--- config.mk ---
export PLATFORM = sky130hd
export DESIGN_NAME = bend_sensor_calibrate_classify
export DESIGN_NICKNAME = d
export VERILOG_FILES = /design/src/sv/bscc_pkg.sv /design/src/sv/bscc_classify.sv /design/src/sv/bscc_calib.sv /design/src/sv/bend_sensor_calibrate_classify.sv
export SDC_FILE = /design/constraint.sdc
export NUM_CORES = 1
export LEC_CHECK = 0
export BUFFER_PORTS_ARGS = -buffer_cell sky130_fd_sc_hd__buf_2
export CAP_MARGIN = 10
export CORE_MARGIN = 4
export CORE_UTILIZATION = 40
export DETAILED_ROUTE_END_ITERATION = 8
export HOLD_SLACK_MARGIN = 0.02
export SLEW_MARGIN = 20
export SYNTH_ARGS = -nofsm -noshare
export SYNTH_HDL_FRONTEND = slang
export SYNTH_SLANG_ARGS = --single-unit
--- constraint.sdc ---
create_clock -name i_clk -period 11.28 [get_ports i_clk]
set_input_delay 1.128 -clock i_clk [delete_from_list [all_inputs] [get_ports i_clk]]
set_output_delay 1.128 -clock i_clk [all_outputs]
set_load 0.1 [all_outputs]
--- src/sv/bscc_pkg.sv ---
// Shared constants for the bend sensor calibrate/classify block.
`default_nettype none

package bscc_pkg;

    localparam int SAMPLE_BITS_DEF = 10;
    localparam int RISE_BITS       = 5;
    localparam int CODE_BITS       = 4;
    localparam int PHASE_BITS      = 2;

    localparam logic [RISE_BITS-1:0] RISES_RESET = 5'd20;

    // item function
    localparam logic FUNC_SAMPLE = 1'b0;
    localparam logic FUNC_START  = 1'b1;

    // calibration phase
    localparam logic [PHASE_BITS-1:0] PH_RUN  = 2'd0;
    localparam logic [PHASE_BITS-1:0] PH_SEC0 = 2'd1;
    localparam logic [PHASE_BITS-1:0] PH_SEC1 = 2'd2;
    localparam logic [PHASE_BITS-1:0] PH_SEC2 = 2'd3;

    // bend codes
    localparam logic [CODE_BITS-1:0] BEND_NONE    = 4'd0;
    localparam logic [CODE_BITS-1:0] BEND_S0      = 4'd1;
    localparam logic [CODE_BITS-1:0] BEND_S1      = 4'd2;
    localparam logic [CODE_BITS-1:0] BEND_S0S1    = 4'd3;
    localparam logic [CODE_BITS-1:0] BEND_S2      = 4'd4;
    localparam logic [CODE_BITS-1:0] BEND_S0S2    = 4'd5;
    localparam logic [CODE_BITS-1:0] BEND_S1S2    = 4'd6;
    localparam logic [CODE_BITS-1:0] BEND_ALL     = 4'd7;
    localparam logic [CODE_BITS-1:0] BEND_NOT_CAL = 4'd8;
    localparam logic [CODE_BITS-1:0] BEND_CALIB   = 4'd9;

    // combination limit slots
    localparam logic [1:0] CMB_S0S1 = 2'd0;
    localparam logic [1:0] CMB_S0S2 = 2'd1;
    localparam logic [1:0] CMB_S1S2 = 2'd2;
    localparam logic [1:0] CMB_ALL  = 2'd3;

endpackage

`default_nettype wire

--- src/sv/bscc_classify.sv ---
// Run-mode classifier: priority chain of half-open ranges over the limits.
`default_nettype none

module bscc_classify
    import bscc_pkg::*;
#(
    parameter int SAMPLE_BITS = SAMPLE_BITS_DEF
) (
    input  wire logic [SAMPLE_BITS-1:0]         i_sample,
    input  wire logic [SAMPLE_BITS-1:0]         i_sec0,
    input  wire logic [SAMPLE_BITS-1:0]         i_sec1,
    input  wire logic [SAMPLE_BITS-1:0]         i_sec2,
    input  wire logic [3:0][SAMPLE_BITS+1:0]    i_combo,
    output logic      [CODE_BITS-1:0]           o_code
);

    localparam int CW = SAMPLE_BITS + 2;

    logic [CW-1:0] s, l1, l2, l3, l4, l5, l6, l7;

    always_comb begin
        s  = CW'(i_sample);
        l1 = CW'(i_sec0);
        l2 = CW'(i_sec1);
        l3 = i_combo[CMB_S0S1];
        l4 = CW'(i_sec2);
        l5 = i_combo[CMB_S0S2];
        l6 = i_combo[CMB_S1S2];
        l7 = i_combo[CMB_ALL];

        if (l1 == '0 && l2 == '0 && l3 == '0 && l4 == '0 &&
            l5 == '0 && l6 == '0 && l7 == '0) begin
            o_code = BEND_NOT_CAL;
        end else if (s < l1) begin
            o_code = BEND_NONE;
        end else if (s < l2) begin
            o_code = BEND_S0;
        end else if (s >= l2 && s < l3) begin
            o_code = BEND_S1;
        end else if (s >= l3 && s < l4) begin
            o_code = BEND_S0S1;
        end else if (s >= l4 && s < l5) begin
            o_code = BEND_S2;
        end else if (s >= l5 && s < l6) begin
            o_code = BEND_S0S2;
        end else if (s >= l6 && s < l7) begin
            o_code = BEND_S1S2;
        end else if (s >= l7) begin
            o_code = BEND_ALL;
        end else begin
            // limits out of order, no range holds
            o_code = BEND_NOT_CAL;
        end
    end

endmodule

`default_nettype wire

--- src/sv/bscc_calib.sv ---
// Calibration sequencer: phase, rise count, section and combination limits.
`default_nettype none

module bscc_calib
    import bscc_pkg::*;
#(
    parameter int SAMPLE_BITS = SAMPLE_BITS_DEF
) (
    input  wire logic                           i_clk,
    input  wire logic                           i_rst_n,
    input  wire logic                           i_step,
    input  wire logic                           i_func,
    input  wire logic [SAMPLE_BITS-1:0]         i_sample,
    input  wire logic [RISE_BITS-1:0]           i_rises_needed,
    output logic      [PHASE_BITS-1:0]          o_phase,
    output logic      [PHASE_BITS-1:0]          o_next_phase,
    output logic      [SAMPLE_BITS-1:0]         o_sec0,
    output logic      [SAMPLE_BITS-1:0]         o_sec1,
    output logic      [SAMPLE_BITS-1:0]         o_sec2,
    output logic      [3:0][SAMPLE_BITS+1:0]    o_combo
);

    localparam int CW = SAMPLE_BITS + 2;

    logic [PHASE_BITS-1:0]   r_phase, n_phase;
    logic [RISE_BITS-1:0]    r_rise, n_rise;
    logic [SAMPLE_BITS-1:0]  r_sec0, r_sec1, r_sec2;
    logic [SAMPLE_BITS-1:0]  n_sec0, n_sec1, n_sec2;
    logic [3:0][CW-1:0]      r_combo, n_combo;

    logic [SAMPLE_BITS-1:0]  own, below;
    logic                    rise_hit;
    logic [RISE_BITS-1:0]    rise_next;

    always_comb begin
        unique case (r_phase)
            PH_SEC0: begin
                own   = r_sec0;
                below = '0;
            end
            PH_SEC1: begin
                own   = r_sec1;
                below = r_sec0;
            end
            default: begin
                own   = r_sec2;
                below = r_sec1;
            end
        endcase

        rise_hit  = (i_sample > own) && (i_sample > below);
        rise_next = rise_hit ? r_rise + RISE_BITS'(1) : r_rise;

        n_phase = r_phase;
        n_rise  = r_rise;
        n_sec0  = r_sec0;
        n_sec1  = r_sec1;
        n_sec2  = r_sec2;
        n_combo = r_combo;

        if (i_step) begin
            if (i_func == FUNC_START) begin
                n_phase = PH_SEC0;
                n_rise  = '0;
            end else if (r_phase != PH_RUN) begin
                if (rise_hit) begin
                    unique case (r_phase)
                        PH_SEC0: n_sec0 = i_sample;
                        PH_SEC1: n_sec1 = i_sample;
                        default: n_sec2 = i_sample;
                    endcase
                end
                if (rise_next >= i_rises_needed) begin
                    n_rise = '0;
                    if (r_phase == PH_SEC2) begin
                        n_combo[CMB_S0S1] = CW'(n_sec1) + CW'(n_sec0);
                        n_combo[CMB_S0S2] = CW'(n_sec2) + CW'(n_sec0);
                        n_combo[CMB_S1S2] = CW'(n_sec2) + CW'(n_sec1);
                        n_combo[CMB_ALL]  = CW'(n_sec2) + CW'(n_sec1) + CW'(n_sec0);
                        n_phase = PH_RUN;
                    end else begin
                        n_phase = r_phase + PHASE_BITS'(1);
                    end
                end else begin
                    n_rise = rise_next;
                end
            end
        end
    end

    always_ff @(posedge i_clk) begin
        if (!i_rst_n) begin
            r_phase <= PH_RUN;
            r_rise  <= '0;
            r_sec0  <= '0;
            r_sec1  <= '0;
            r_sec2  <= '0;
            r_combo <= '0;
        end else begin
            r_phase <= n_phase;
            r_rise  <= n_rise;
            r_sec0  <= n_sec0;
            r_sec1  <= n_sec1;
            r_sec2  <= n_sec2;
            r_combo <= n_combo;
        end
    end

    assign o_phase      = r_phase;
    assign o_next_phase = n_phase;
    assign o_sec0       = r_sec0;
    assign o_sec1       = r_sec1;
    assign o_sec2       = r_sec2;
    assign o_combo      = r_combo;

endmodule

`default_nettype wire

--- src/sv/bend_sensor_calibrate_classify.sv ---
// Top level: input register, calibration/classification, result register.
//
// One item per clock cycle, sustained while the output side is not stalled.
// An accepted item sits in the input register until the result register can
// take it, is then processed against the calibration state and lands in the
// result register. The calibration state updates when an item moves from the
// input register to the result register, so each item sees the limits and
// phase that the previous item left. The rises_needed register resets to 20
// and is written through i_cfg_we/i_cfg_data; the user must write it only
// while the block is idle, as the block itself does not enforce this.
`default_nettype none

module bend_sensor_calibrate_classify
    import bscc_pkg::*;
#(
    parameter int SAMPLE_BITS = SAMPLE_BITS_DEF
) (
    input  wire logic                    i_clk,
    input  wire logic                    i_rst_n,
    input  wire logic                    i_cfg_we,
    input  wire logic [RISE_BITS-1:0]    i_cfg_data,
    input  wire logic                    i_valid,
    output logic                         o_ready,
    input  wire logic                    i_func,
    input  wire logic [SAMPLE_BITS-1:0]  i_sample,
    output logic                         o_valid,
    input  wire logic                    i_ready,
    output logic      [CODE_BITS-1:0]    o_bend_code,
    output logic      [PHASE_BITS-1:0]   o_cal_phase
);

    logic [RISE_BITS-1:0]            r_rises_needed;
    logic                            r_in_valid;
    logic                            r_in_func;
    logic [SAMPLE_BITS-1:0]          r_in_sample;
    logic                            r_out_valid;
    logic [CODE_BITS-1:0]            r_bend_code;
    logic [PHASE_BITS-1:0]           r_cal_phase;

    logic                            step;
    logic [PHASE_BITS-1:0]           phase, next_phase;
    logic [SAMPLE_BITS-1:0]          sec0, sec1, sec2;
    logic [3:0][SAMPLE_BITS+1:0]     combo;
    logic [CODE_BITS-1:0]            class_code;
    logic [CODE_BITS-1:0]            n_bend_code;

    assign step    = r_in_valid && (!r_out_valid || i_ready);
    assign o_ready = !r_in_valid || step;

    always_ff @(posedge i_clk) begin
        if (!i_rst_n) begin
            r_rises_needed <= RISES_RESET;
        end else if (i_cfg_we) begin
            r_rises_needed <= i_cfg_data;
        end
    end

    always_ff @(posedge i_clk) begin
        if (!i_rst_n) begin
            r_in_valid <= 1'b0;
        end else if (o_ready) begin
            r_in_valid <= i_valid;
        end
    end

    always_ff @(posedge i_clk) begin
        if (i_valid && o_ready) begin
            r_in_func   <= i_func;
            r_in_sample <= i_sample;
        end
    end

    bscc_calib #(
        .SAMPLE_BITS (SAMPLE_BITS)
    ) u_calib (
        .i_clk          (i_clk),
        .i_rst_n        (i_rst_n),
        .i_step         (step),
        .i_func         (r_in_func),
        .i_sample       (r_in_sample),
        .i_rises_needed (r_rises_needed),
        .o_phase        (phase),
        .o_next_phase   (next_phase),
        .o_sec0         (sec0),
        .o_sec1         (sec1),
        .o_sec2         (sec2),
        .o_combo        (combo)
    );

    bscc_classify #(
        .SAMPLE_BITS (SAMPLE_BITS)
    ) u_classify (
        .i_sample (r_in_sample),
        .i_sec0   (sec0),
        .i_sec1   (sec1),
        .i_sec2   (sec2),
        .i_combo  (combo),
        .o_code   (class_code)
    );

    // start items and items taken during calibration answer "calibrating"
    assign n_bend_code = (r_in_func == FUNC_START || phase != PH_RUN) ?
                         BEND_CALIB : class_code;

    always_ff @(posedge i_clk) begin
        if (!i_rst_n) begin
            r_out_valid <= 1'b0;
        end else if (step) begin
            r_out_valid <= 1'b1;
        end else if (i_ready) begin
            r_out_valid <= 1'b0;
        end
    end

    always_ff @(posedge i_clk) begin
        if (step) begin
            r_bend_code <= n_bend_code;
            r_cal_phase <= next_phase;
        end
    end

    assign o_valid     = r_out_valid;
    assign o_bend_code = r_bend_code;
    assign o_cal_phase = r_cal_phase;

endmodule

`default_nettype wire

Yosys cells after proc, flatten, opt, wreduce, memory -nomap -nowiden
Index checks and enable logic that the tools add are counted.
{"block": "word_totals", "reg_bits": 109, "in_bits": 21, "out_inout_bits": 8, "wordCells": 118}
{"block": "op_classes", "n_addsub": 6, "magnitude_cmp": 16, "n_eq_ne": 3, "muxes": 37, "n_bitwise": 1, "n_reduce_logical": 36}
{"operator": "10-bit two-way mux", "count": 15}
{"operator": "10-bit by 12-bit >= comparator with 1-bit output", "count": 4}
{"operator": "12-bit logical NOT", "count": 4}
{"operator": "10-bit by 12-bit less-than comparator with 1-bit output", "count": 4}
{"operator": "10-bit one-hot mux with 2 select lines", "count": 2}
{"operator": "10-bit by 10-bit adder with 11-bit output", "count": 3}
{"operator": "4-bit two-way mux", "count": 8}
{"operator": "10-bit logical NOT", "count": 3}
{"operator": "10-bit less-than comparator", "count": 3}
{"operator": "10-bit >= comparator", "count": 2}
{"operator": "10-bit greater-than comparator", "count": 2}
{"operator": "5-bit two-way mux", "count": 4}
{"operator": "1-bit logical AND", "count": 14}
{"operator": "12-bit by 10-bit adder with 12-bit output", "count": 1}
{"operator": "2-bit two-way mux", "count": 5}
{"operator": "2-bit nonzero test", "count": 3}
{"operator": "6-bit OR reduction", "count": 1}
{"operator": "5-bit by 1-bit adder with 5-bit output (second input constant)", "count": 1}
{"operator": "5-bit >= comparator", "count": 1}
{"operator": "5-bit AND reduction", "count": 1}
{"operator": "2-bit == test (second input constant)", "count": 2}
{"operator": "2-bit OR reduction", "count": 2}
{"operator": "4-bit OR reduction", "count": 1}
{"operator": "1-bit logical OR", "count": 3}
{"operator": "7 further kinds", "count": 10}

Logic depth before layout (Yosys ltp)
Gate-level depths: netlist (run 1).
{"block": "depth", "depth_word": 10, "mapped_depth": 35, "depth_no_buf": 31}

Cells and area by module
A second synthesis (run 1) with hierarchy kept.
{"block": "hier_totals", "hier_cells": 1097, "hier_area_um2": 8893.5}
{"module": "bscc_calib", "n_inst": 1, "cells_each": 792, "area_each_um2": 6195.9}
{"module": "bscc_classify", "n_inst": 1, "cells_each": 258, "area_each_um2": 1860.5}
{"module": "bend_sensor_calibrate_classify", "n_inst": 1, "cells_each": 47, "area_each_um2": 837.1}

Least setup slack after synthesis (run 1)
No wires, ideal clock.
{"block": "synth_timing", "path_kind": "reg2reg", "from": "reg u_calib.r_phase[0] (netlist: u_calib.o_phase[0])", "to": "reg u_calib.r_combo (netlist bit u_calib.o_combo[46])", "setup_time_ps": 131, "t_arrival_ps": 5895, "required_ps": 11149, "path_slack_ps": 5255, "stages_incl_launch_ff": 30, "path_buffers": 4, "period_less_slack_ps": 6025, "cell_sequence": "dfxtp_1 -> inv_1 -> ha_1 -> clkbuf_1 -> buf_1 -> nand3_1 -> o21a_1 -> ha_1 -> a21oi_1 -> o21ai_1 -> a2111oi_2 -> nor3_1 -> nand2b_1 -> buf_2 -> buf_2 -> mux2_2 -> ha_1 -> o21ai_0 -> a31oi_4 -> nor2_1 -> xnor2_1 -> ha_1 -> a21boi_0 -> o21ai_0 -> a21boi_0 -> o21ai_0 -> a21oi_1 -> nor3_1 -> nand3b_1 -> a21oi_2"}
{"block": "synth_between", "elab_chain_len": 10, "word_cells_on_any_way": 30}
{"item": "start: declaration", "line_no": "bscc_calib.sv:25", "source": "logic [PHASE_BITS-1:0] r_phase, n_phase;"}
{"item": "start signal: assignment", "line_no": "bscc_calib.sv:100", "source": "r_phase <= n_phase;"}
{"item": "2-bit == test or 2-bit by 1-bit == test with 1-bit output (tied branches)", "line_no": "bscc_calib.sv:36, bscc_calib.sv:67"}
{"item": "10-bit one-hot mux with 2 select lines", "line_no": "bscc_calib.sv:36", "source": "unique case (r_phase)"}
{"item": "10-bit greater-than comparator", "line_no": "bscc_calib.sv:51", "source": "rise_hit = (i_sample > own) && (i_sample > below);"}
{"item": "1-bit logical AND", "line_no": "bscc_calib.sv:51"}
{"item": "10-bit two-way mux", "line_no": "bscc_calib.sv:66", "source": "if (rise_hit) begin"}
{"item": "10-bit two-way mux", "line_no": "bscc_calib.sv:65", "source": "end else if (r_phase != PH_RUN) begin"}
{"item": "10-bit two-way mux", "line_no": "bscc_calib.sv:62", "source": "if (i_func == FUNC_START) begin"}
{"item": "10-bit two-way mux", "line_no": "bscc_calib.sv:61", "source": "if (i_step) begin"}
{"item": "10-bit by 10-bit adder with 11-bit output", "line_no": "bscc_calib.sv:79", "source": "n_combo[CMB_ALL] = CW'(n_sec2) + CW'(n_sec1) + CW'(n_sec0);"}
{"item": "12-bit by 10-bit adder with 12-bit output", "line_no": "bscc_calib.sv:79"}
{"item": "end signal: assignment", "line_no": "bscc_calib.sv:105", "source": "r_combo <= n_combo;"}
{"item": "end: declaration", "line_no": "bscc_calib.sv:29", "source": "logic [3:0][CW-1:0] r_combo, n_combo;"}
Parallel ways exist; a longest one is shown, timed or not. The select of a mux whose other input is x is not followed.
A chain may end at the register's enable or synchronous reset.

Worst setup path in the final report (run 1)
Same ends and word-level chain as after synthesis.

==> reports/metrics.yaml, run 1 <==
outcome:
  status: "completed"
yosys:
  ys_warn_count: 0
  postSynthAreaPerCell_um2: 8.04
  synth.distinct_cells: 76
  netlist_area_um2: 8820
  synthCells: 1097
  async_flop_share_pct: 0
  syn_nets: 1260
  ys_ff_latch: 106
  synth_top_flop_cell: "dfxtp_1"
  seq_area_frac_synth_pct: 26.0
  synth-edff-count: 17
cts:
  cts_setup_buffers: 0
  cts_tree: "built"
  cts_resized: 0
  cts_made_buffers: 9
  clock_sinks: 106
  clk-insertion-delay-late_ns: 0.36
  htree_num_levels: 3
  clk_pin_slew_ns: 0.08
  root_buffer: "clkbuf_16"
  clockBufferDepth: 2
  cts_hold_buf: 0
die:
  io_pins: 29
  die_w_um: 157
  core-area_um2: 21800
  dieArea_um2: 24500
  die-height_um: 157
  start_util_pct: 40.5
  fp-row-count: 54
sta:
  rsz0062_at_grt: "false"
  setup_tns_ns: 0
  setup_slack_ns: 3.83
  worstMarginPinSlew_ns: 0.963
  setup-violations-final: 0
  maxSlewHeadroom_pct: 35.2
  fin_skew_ns: 0.0102
  fin_crit_sh_pct: 66.0
  maxSlewViolCount: 0
  hold_violations: 0
  fmaxAchievable_ghz: 0.134
  period_needed_ns: 7.45
cells_and_area:
  mostFrequentLayoutCells: "162 x nand2_1, 139 x ha_1, 113 x a21oi_1"
  drive_above_1_share_pct: 8.42
  final_common_cell: "nand2_1"
  antenna_cells: 0
  nets: 1263
  fill_cells: 2237
  multiInputGateArea_um2: 5950
  syn2layout_area_growth_pct: 7.33
  seq_area_um2: 2290
critical_path:
  worst-path-buf-inv: 4
  crit_path_max_incr_delay_ns: 0.75
  r2r-start: "u_calib.o_phase[0]"
  cp.required_ns: 11.57
  critPathLaunchType: "register"
  cpMaxStageDelayCell: "ha_1"
  worstSetupStartpoint: "u_calib.o_phase[0]"
  rr_worst_depth: 31
  criticalPathCategory: "register to register"
  cp_max_fo: 28
  critical-path-top-delay-family: "compound AO/OA/AOI/OAI gates"
  worstPathArrival_ns: 7.74
  path_depth: 31
  endpoint_kind: "register"
place:
  place_ws_ns: 3.99
  port_buffers: 28
  place_congestion: 0.942
  dp_hpwl_um: 20400
min_path:
  holdPathStages: 2
  min_path_type: "register to register"
  min-delay-start: "u_calib.o_combo[4]"
detailed_routing:
  remaining_drc_errors: 0
  vias_per_cell: 5.74
  vias: 7954
  firstDrtPassIters: 5
  wl_um: 27800
  drt_iter0_drc: 689
  antenna_left: 0
  wl_per_cell_um: 20.1
grt:
  overflow: 0
  antenna_found_initial: 0
  grt_busiest_layer: "met2"
  first_global_vias: 7443
  grtUsageMet1_pct: 32.2
  use_met2_pct: 37.4
  grt_pass1_wl_um: 43700
  grtUsageMet3_pct: 2.63
  track_usage_pct: 22.9
  grt_max_degree: 59
job:
  cap_viol_max_count: 0
power_and_ir_drop:
  p_leak_uw: 0.00366
  power.density_cell_area_nw_per_um2: 94.2
  ir_drop_uv: 66.8
## layer usage
metal  vias up  share of wire, %
met5         -                 0
met4         0               2.3
met3        51               6.1
met2       268                46
met1      3723                46
li1       3912                 -
## state kept, by name, summed over array words and instances (netlist names)
register         count
u_calib.o_sec0      10
r_in_sample         10
u_calib.o_combo     45
u_calib.o_phase      2
o_bend_code          4
u_calib.o_sec1      10
o_valid              1
r_rises_needed       5
r_in_valid           1
o_cal_phase          2
u_calib.r_rise       5
u_calib.o_sec2      10
r_in_func            1
## tightest hold or removal path: cells and delay by family (launching register included)
kind,cells,cell delay [ns]
AND/OR/NAND/NOR,1,0.06
flip-flops,1,0.32
AO/OA/AOI/OAI,1,0.05
## kinds of logic (layout without fill, tap and decap cells)
logic type	after synthesis	after routing	share of synthesized area, %
and+or+nand+nor	345	345	18.6
AOI/OAI and AO/OA	300	300	21.8
buffers and inverters	145	153	6.68
adders and majority gates	144	144	20.5
DFF	106	106	26.0
xor gates and xnor gates	30	30	2.98
muxes	27	27	3.40
## worst paths after layout
check	to	slack, ns
setup reg to reg	u_calib.o_combo[46]	3.83
setup / recovery	u_calib.o_combo[46]	3.83
hold / removal	u_calib.o_combo[4]	0.47
hold reg to reg	u_calib.o_combo[4]	0.47
## through the flow
| step | cell area [µm²] | total power [µW] | hold WS, ns | instances | utilization, % |
|---|---|---|---|---|---|
| floorplan | 8820 | 518 | 0.444 | 1097 | - |
| global placement | 9170 | 563 | 0.456 | 1369 | 42.1 |
| detailed placement | 9170 | 565 | 0.462 | 1369 | 42.1 |
| CTS | 9470 | 893 | 0.472 | 1385 | 43.5 |
| global route | 9470 | 929 | 0.491 | 1385 | 43.5 |
| finish | 9470 | 892 | 0.473 | 1385 | 43.5 |
## cells in the mapped netlist (19+ instances only)
cell type / count / share of area (%)
xnor2_1: 22 / 2.2
mux2_2: 19 / 2.4
inv_1: 100 / 4.3
clkbuf_1: 28 / 1.2
nand2_1: 162 / 6.9
nor2_1: 47 / 2.0
a21oi_1: 113 / 6.4
nor2b_1: 19 / 1.3
nor4_1: 20 / 1.4
ha_1: 140 / 20
o21ai_0: 64 / 3.6
a21o_1: 21 / 1.8
dfxtp_1: 89 / 20
nand3_1: 24 / 1.4
## layout make-up
| class | count | share of cell area, % |
|---|---|---|
| clock buffers | 11 | 2.46 |
| repair buffers | 35 | 2.04 |
| clock inverters | 5 | 0.674 |
| inverters | 102 | 4.04 |
| well taps | 280 | 3.70 |
| flip-flops and latches | 106 | 24.2 |
| multi-input cells | 846 | 62.9 |
## report_power, final
part	switching (µW)	internal [µW]
sequential	13.4	389
clock	158	175
combinational	98.4	57.7
Power figures use the tool's default switching activity.
==> run 2, diff against run 1 <==
- ABC_AREA: not set -> 1
- clock period: 11.28 -> 6.4 ns (I/O delays scaled with it)
==> run 2 against run 1 <==
Compared with the run above:
- largest cell class unchanged
- first-iteration DRC count rose by 21%
- via count grew 6.9%
- largest power group unchanged
- maximum frequency increased by 28%
- register-to-register slack worse by 3.3 ns
- highest routed layer unchanged
- design area rose by 2.8%
- critical path type unchanged
- global-route usage grew 1.1 points
- combinational power increased to 2.8 times the previous value
- sequential cell count is the same
- utilization rose by 0.96 points
==> reports/metrics.yaml, run 2 <==
die:
  dieArea_um2: 24700
  die_w_um: 157
  io_pins: 29
  start_util_pct: 40.7
  fp-row-count: 54
  die-height_um: 157
  core-area_um2: 21900
cts:
  clk_pin_slew_ns: 0.09
  cts_made_buffers: 9
  cts_hold_buf: 0
  clock_sinks: 106
  htree_num_levels: 3
  root_buffer: "clkbuf_16"
  clockBufferDepth: 2
  clk-insertion-delay-late_ns: 0.36
  cts_tree: "built"
cells_and_area:
  final_common_cell: "inv_1"
  drive_above_1_share_pct: 8.64
  fill_cells: 2319
  nets: 1431
  antenna_cells: 0
  largest_register_ffs: 45
  postLayoutCoreUtil_pct: 44.5
  mostFrequentLayoutCells: "213 x inv_1, 184 x nand2_1, 156 x a21oi_1"
  syn2layout_area_growth_pct: 9.36
place:
  place_congestion: 0.998
  place_ws_ns: 0.445
  dp_hpwl_um: 22500
  port_buffers: 28
yosys:
  post-synth-top-count-cell: "inv_1"
  ys_ff_latch: 106
  synthCells: 1236
  netlist_area_um2: 8900
  synth-edff-count: 17
  synth_top_flop_cell: "dfxtp_1"
  yosysTopAreaCell: "dfxtp_1"
  synth.distinct_cells: 51
  yosys.area.top_type_share_pct: 20.0
  async_flop_share_pct: 0
  synth_common_cells: "213 x inv_1, 184 x nand2_1, 156 x a21oi_1"
  syn_nets: 1399
  seq_area_frac_synth_pct: 25.7
  synth.area.top_cells: "dfxtp_1 20%, ha_1 20%, inv_1 9.0%"
  postSynthAreaPerCell_um2: 7.20
  ys_warn_count: 0
critical_path:
  worstSetupStartpoint: "u_calib.o_phase[0]"
  critPathLaunchType: "register"
  worstPathArrival_ns: 6.11
  crit_path_frequent_cell: "nand2_1"
  r2r-start: "u_calib.o_phase[0]"
  endpoint_kind: "register"
  cp_max_fo: 13
  rr_worst_depth: 33
  cpMaxStageDelayCell: "dfxtp_1"
  criticalPathCategory: "register to register"
  cp.required_ns: 6.67
  crit_path_max_incr_delay_ns: 0.41
power_and_ir_drop:
  power.density_cell_area_nw_per_um2: 177
  ir_drop_uv: 103
  p_clk_share_pct: 33.0
  p_sw_uw: 616
  internal_power_uw: 1110
  p_leak_uw: 0.00472
  total_power_uw: 1730
  p_comb_share_pct: 25.7
  power_frac_seq_pct: 41.3
  swShare_pct: 35.7
sta:
  fmaxAchievable_ghz: 0.171
  maxSlewViolCount: 0
  hold_violations: 0
  maxSlewHeadroom_pct: 39.8
  fin_skew_ns: 0.0129
  setup-violations-final: 0
  setup_slack_ns: 0.562
  setup_tns_ns: 0
  worstMarginPinSlew_ns: 0.894
  period_needed_ns: 5.84
  fin_crit_sh_pct: 91.2
detailed_routing:
  wl_per_cell_um: 18.9
  antenna_left: 0
  remaining_drc_errors: 0
  vias_per_cell: 5.47
  firstDrtPassIters: 6
  drt_iter0_drc: 834
  wl_um: 29300
  vias: 8501
grt:
  first_global_vias: 7871
  track_usage_pct: 24.0
  antenna_found_initial: 0
  overflow: 0
  grt_max_degree: 59
  grt_pass1_wl_um: 45300
job:
  cap_viol_max_count: 0
min_path:
  min_path_type: "input port to register"
  holdPathStages: 1
  min-delay-start: "i_sample[7]"
outcome:
  status: "completed"
## run 2: logic make-up after synthesis
group / Yosys count / share of synthesized area, %
XOR/XNOR: 27 / 2.74
AND/OR/NAND/NOR: 387 / 20.6
buffers and inverters: 249 / 10.7
AO/OA/AOI/OAI: 324 / 20.0
adder cells (fa/ha/maj): 142 / 20.1
multiplexers: 1 / 0.112
flip-flops: 106 / 25.7
## run 2: metal layers
layer | up-vias | track usage (%) | wire, µm
met5 | - | 0 | 0
met4 | 0 | 8.60 | 1080
met3 | 72 | 3.00 | 2220
met2 | 312 | 38.2 | 12800
met1 | 3866 | 33.5 | 13200
li1 | 4251 | - | -
## run 2: final cells by class
type	instances	area, µm²	share of cell area, %
Sequential cell	106	2290	23.5
Tap cell	280	350	3.60
Inverter	218	822	8.44
Clock buffer	9	225	2.31
Multi-Input combinational cell	881	5670	58.2
Clock inverter	7	58.8	0.604
Timing Repair Buffer	52	320	3.29
## run 2: final timing paths
| kind | to | slack [ns] |
|---|---|---|
| worst max-delay path | u_calib.o_combo[46] | 0.56 |
| worst min-delay path | r_in_sample[7] | 0.44 |
| worst max register to register | u_calib.o_combo[46] | 0.56 |
| worst min register to register | r_rises_needed[4] | 0.47 |
## run 2: worst max-delay path: cells and delay by family (launching register included)
kind	cells	cell delay, ns
AO/OA/AOI/OAI	7	1.43
XOR/XNOR	1	0.14
flip-flops	1	0.41
adder cells (fa/ha/maj)	4	1.32
buffers and inverters	7	0.93
AND/OR/NAND/NOR	14	1.50
## run 2: stage by stage
step,cell area [µm²],hold WS [ns],cells
6_report,9740,0.444,1553
5_1_grt,9740,0.441,1553
4_1_cts,9670,0.436,1545
3_5_place_dp,9390,0.462,1529
3_3_place_gp,9390,0.458,1529
2_1_floorplan,8900,0.440,1236
## run 2: power by group through the flow
stage / Sequential [µW] / Clock, µW / Combinational (µW)
3_3_place_gp: 728 / 0 / 427
6_report: 713 / 570 / 443
2_1_floorplan: 738 / 0 / 292
4_1_cts: 713 / 583 / 432
5_1_grt: 714 / 606 / 497
3_5_place_dp: 728 / 0 / 430
## run 2: what timing repair did
action                                  CTS  global route
endpoints found under the setup margin    0             2
resized for setup                         0             2
setup buffers                             0             8
==> run 3, diff against run 2 <==
- ABC_AREA: 1 -> not set
==> run 3 against run 2 <==
Compared with the run above:
- first-iteration DRC count decreased by 15%
- clock power up 5.4%
- highest routed layer unchanged
- combinational power decreased by 34%
- register-to-register slack lost 0.21 ns
==> reports/metrics.yaml, run 3 (synthesis gave the netlist of run 1 again) <==
cells_and_area:
  layoutNonFillerInstCount: 1408
  postLayoutCoreUtil_pct: 44.5
  final_area_um2: 9680
  nets: 1286
  mostFrequentLayoutCells: "162 x nand2_1, 137 x ha_1, 113 x a21oi_1"
  syn2layout_area_growth_pct: 9.79
  fill_cells: 2202
  final_common_cell: "nand2_1"
  seq_area_um2: 2290
  multiInputGateArea_um2: 5990
  antenna_cells: 0
  largest_register_ffs: 45
  drive_above_1_share_pct: 10.9
critical_path:
  cp_max_fo: 12
  crit_path_frequent_cell: "ha_1"
  rrSetupSlack_ns: 0.36
  rr_worst_depth: 28
  criticalPathCategory: "register to register"
  crit_path_max_incr_delay_ns: 0.50
  reg2reg_to: "u_calib.o_combo[46]"
  worstPathArrival_ns: 6.34
  critPathLaunchType: "register"
  cp.required_ns: 6.70
  endpoint_kind: "register"
  cpMaxStageDelayCell: "a2111oi_4"
  r2r-start: "u_calib.o_phase[0]"
cts:
  cts_tree: "built"
  cts_hold_buf: 0
  cts_made_buffers: 9
  htree_num_levels: 3
  clock_sinks: 106
  clockBufferDepth: 2
  clk_pin_slew_ns: 0.08
  root_buffer: "clkbuf_16"
  clk-insertion-delay-late_ns: 0.37
power_and_ir_drop:
  internal_power_uw: 1110
  p_clk_share_pct: 37.7
  p_leak_uw: 0.00379
  total_power_uw: 1590
  p_comb_share_pct: 18.3
  ir_drop_uv: 121
  swShare_pct: 30.3
  p_sw_uw: 483
  power.density_cell_area_nw_per_um2: 165
  power_frac_seq_pct: 44.0
min_path:
  worst_hold_path.endpoint: "r_in_sample[9]"
  min_path_type: "input port to register"
  holdPathStages: 1
  min-delay-start: "i_sample[9]"
die:
  fp-row-count: 54
  dieArea_um2: 24500
  io_pins: 29
  core-area_um2: 21800
  die-height_um: 157
  start_util_pct: 40.5
  die_w_um: 157
sta:
  fin_skew_ns: 0.00714
  setup-violations-final: 0
  period_needed_ns: 6.04
  maxSlewHeadroom_pct: 36.2
  hold_violations: 0
  fin_crit_sh_pct: 94.4
  maxSlewViolCount: 0
  fmaxAchievable_ghz: 0.165
  worstMarginPinSlew_ns: 0.956
grt:
  grt_pass1_wl_um: 44200
  first_global_vias: 7593
  overflow: 0
  grt_max_degree: 47
  track_usage_pct: 23.4
  antenna_found_initial: 0
place:
  port_buffers: 28
  post-place-cells: 1391
  dp_hpwl_um: 21600
  place_congestion: 0.963
  place_area_um2: 9330
detailed_routing:
  vias_per_cell: 5.80
  firstDrtPassIters: 5
  vias: 8160
  antenna_left: 0
  wl_per_cell_um: 20.3
  wl_um: 28600
  remaining_drc_errors: 0
  drt_iter0_drc: 713
job:
  cap_viol_max_count: 0
outcome:
  status: "completed"
-- run 3: cell types whose count changed in the layout (fill, tap and decap cells not counted), moves of 12 or more --
cell,delta
a21o_1,+17
a21oi_1,-43
inv_1,-113
mux2_2,+19
nand2_1,-22
nand2_2,-15
nand2b_1,+17
nand3_1,-14
nand4_1,-17
nor2_1,-20
nor2b_1,+19
o21ai_0,-40
xnor2_1,+12
-- run 3: power by group through the flow --
stage                     sequential (µW)  clock, µW  combinational [µW]
after floorplan                       726          0                 186
after global placement                718          0                 280
after detailed placement              717          0                 283
after CTS                             702        604                 285
after global routing                  703        627                 324
final                                 702        601                 292
-- run 3: repair_timing --
item / 4_1_cts / 5_1_grt
buffers inserted: 0 / 1
setup endpoints to repair: 0 / 13
resized for setup: 0 / 11
-- run 3: worst max path at each step --
stage                                     end  slack, ns  cells past startpoint               start
after floorplan           u_calib.o_combo[46]       0.37                     29  u_calib.o_phase[0]
after global placement    u_calib.o_combo[46]       0.33                     29  u_calib.o_phase[0]
after detailed placement  u_calib.o_combo[46]       0.20                     29  u_calib.o_phase[0]
after CTS                 u_calib.o_combo[46]       0.16                     29  u_calib.o_phase[0]
after global routing      u_calib.o_combo[46]     -0.005                     32  u_calib.o_phase[0]
final                     u_calib.o_combo[46]       0.36                     28  u_calib.o_phase[0]
-- run 3: through the flow --
step | setup WS, ns | setup TNS (ns) | hold slack (ns)
after floorplan | 0.375 | 0 | 0.444
final | 0.357 | 0 | 0.442
after global placement | 0.334 | 0 | 0.457
after global routing | -0.00535 | -0.00664 | 0.438
after detailed placement | 0.200 | 0 | 0.463
after CTS | 0.157 | 0 | 0.438
-- run 3: per-layer routing --
metal,track usage (%),vias to the layer above,wire length [µm]
met1,32.4,3858,12900
li1,-,3958,-
met3,3.68,60,1910
met4,8.68,0,947
met2,36.7,284,12800
met5,0,-,0
-- run 3: area by class of cell --
class                           instances  share of cell area, %
Clock inverter                          6                  0.672
Clock buffer                           10                   2.47
Timing Repair Buffer                   58                   3.77
Multi-Input combinational cell        846                   61.8
Inverter                              102                   3.95
Tap cell                              280                   3.62
Sequential cell                       106                   23.7
-- run 3: critical path: cells and delay by family, from the launching register on --
kind                       cells  cell delay [ns]
and+or+nand+nor                9             1.08
xor gates and xnor gates       1             0.18
adders and majority gates      4             1.39
muxes                          1             0.38
buffers and inverters          3             0.51
AOI/OAI and AO/OA             10             2.02
DFF                            1             0.42
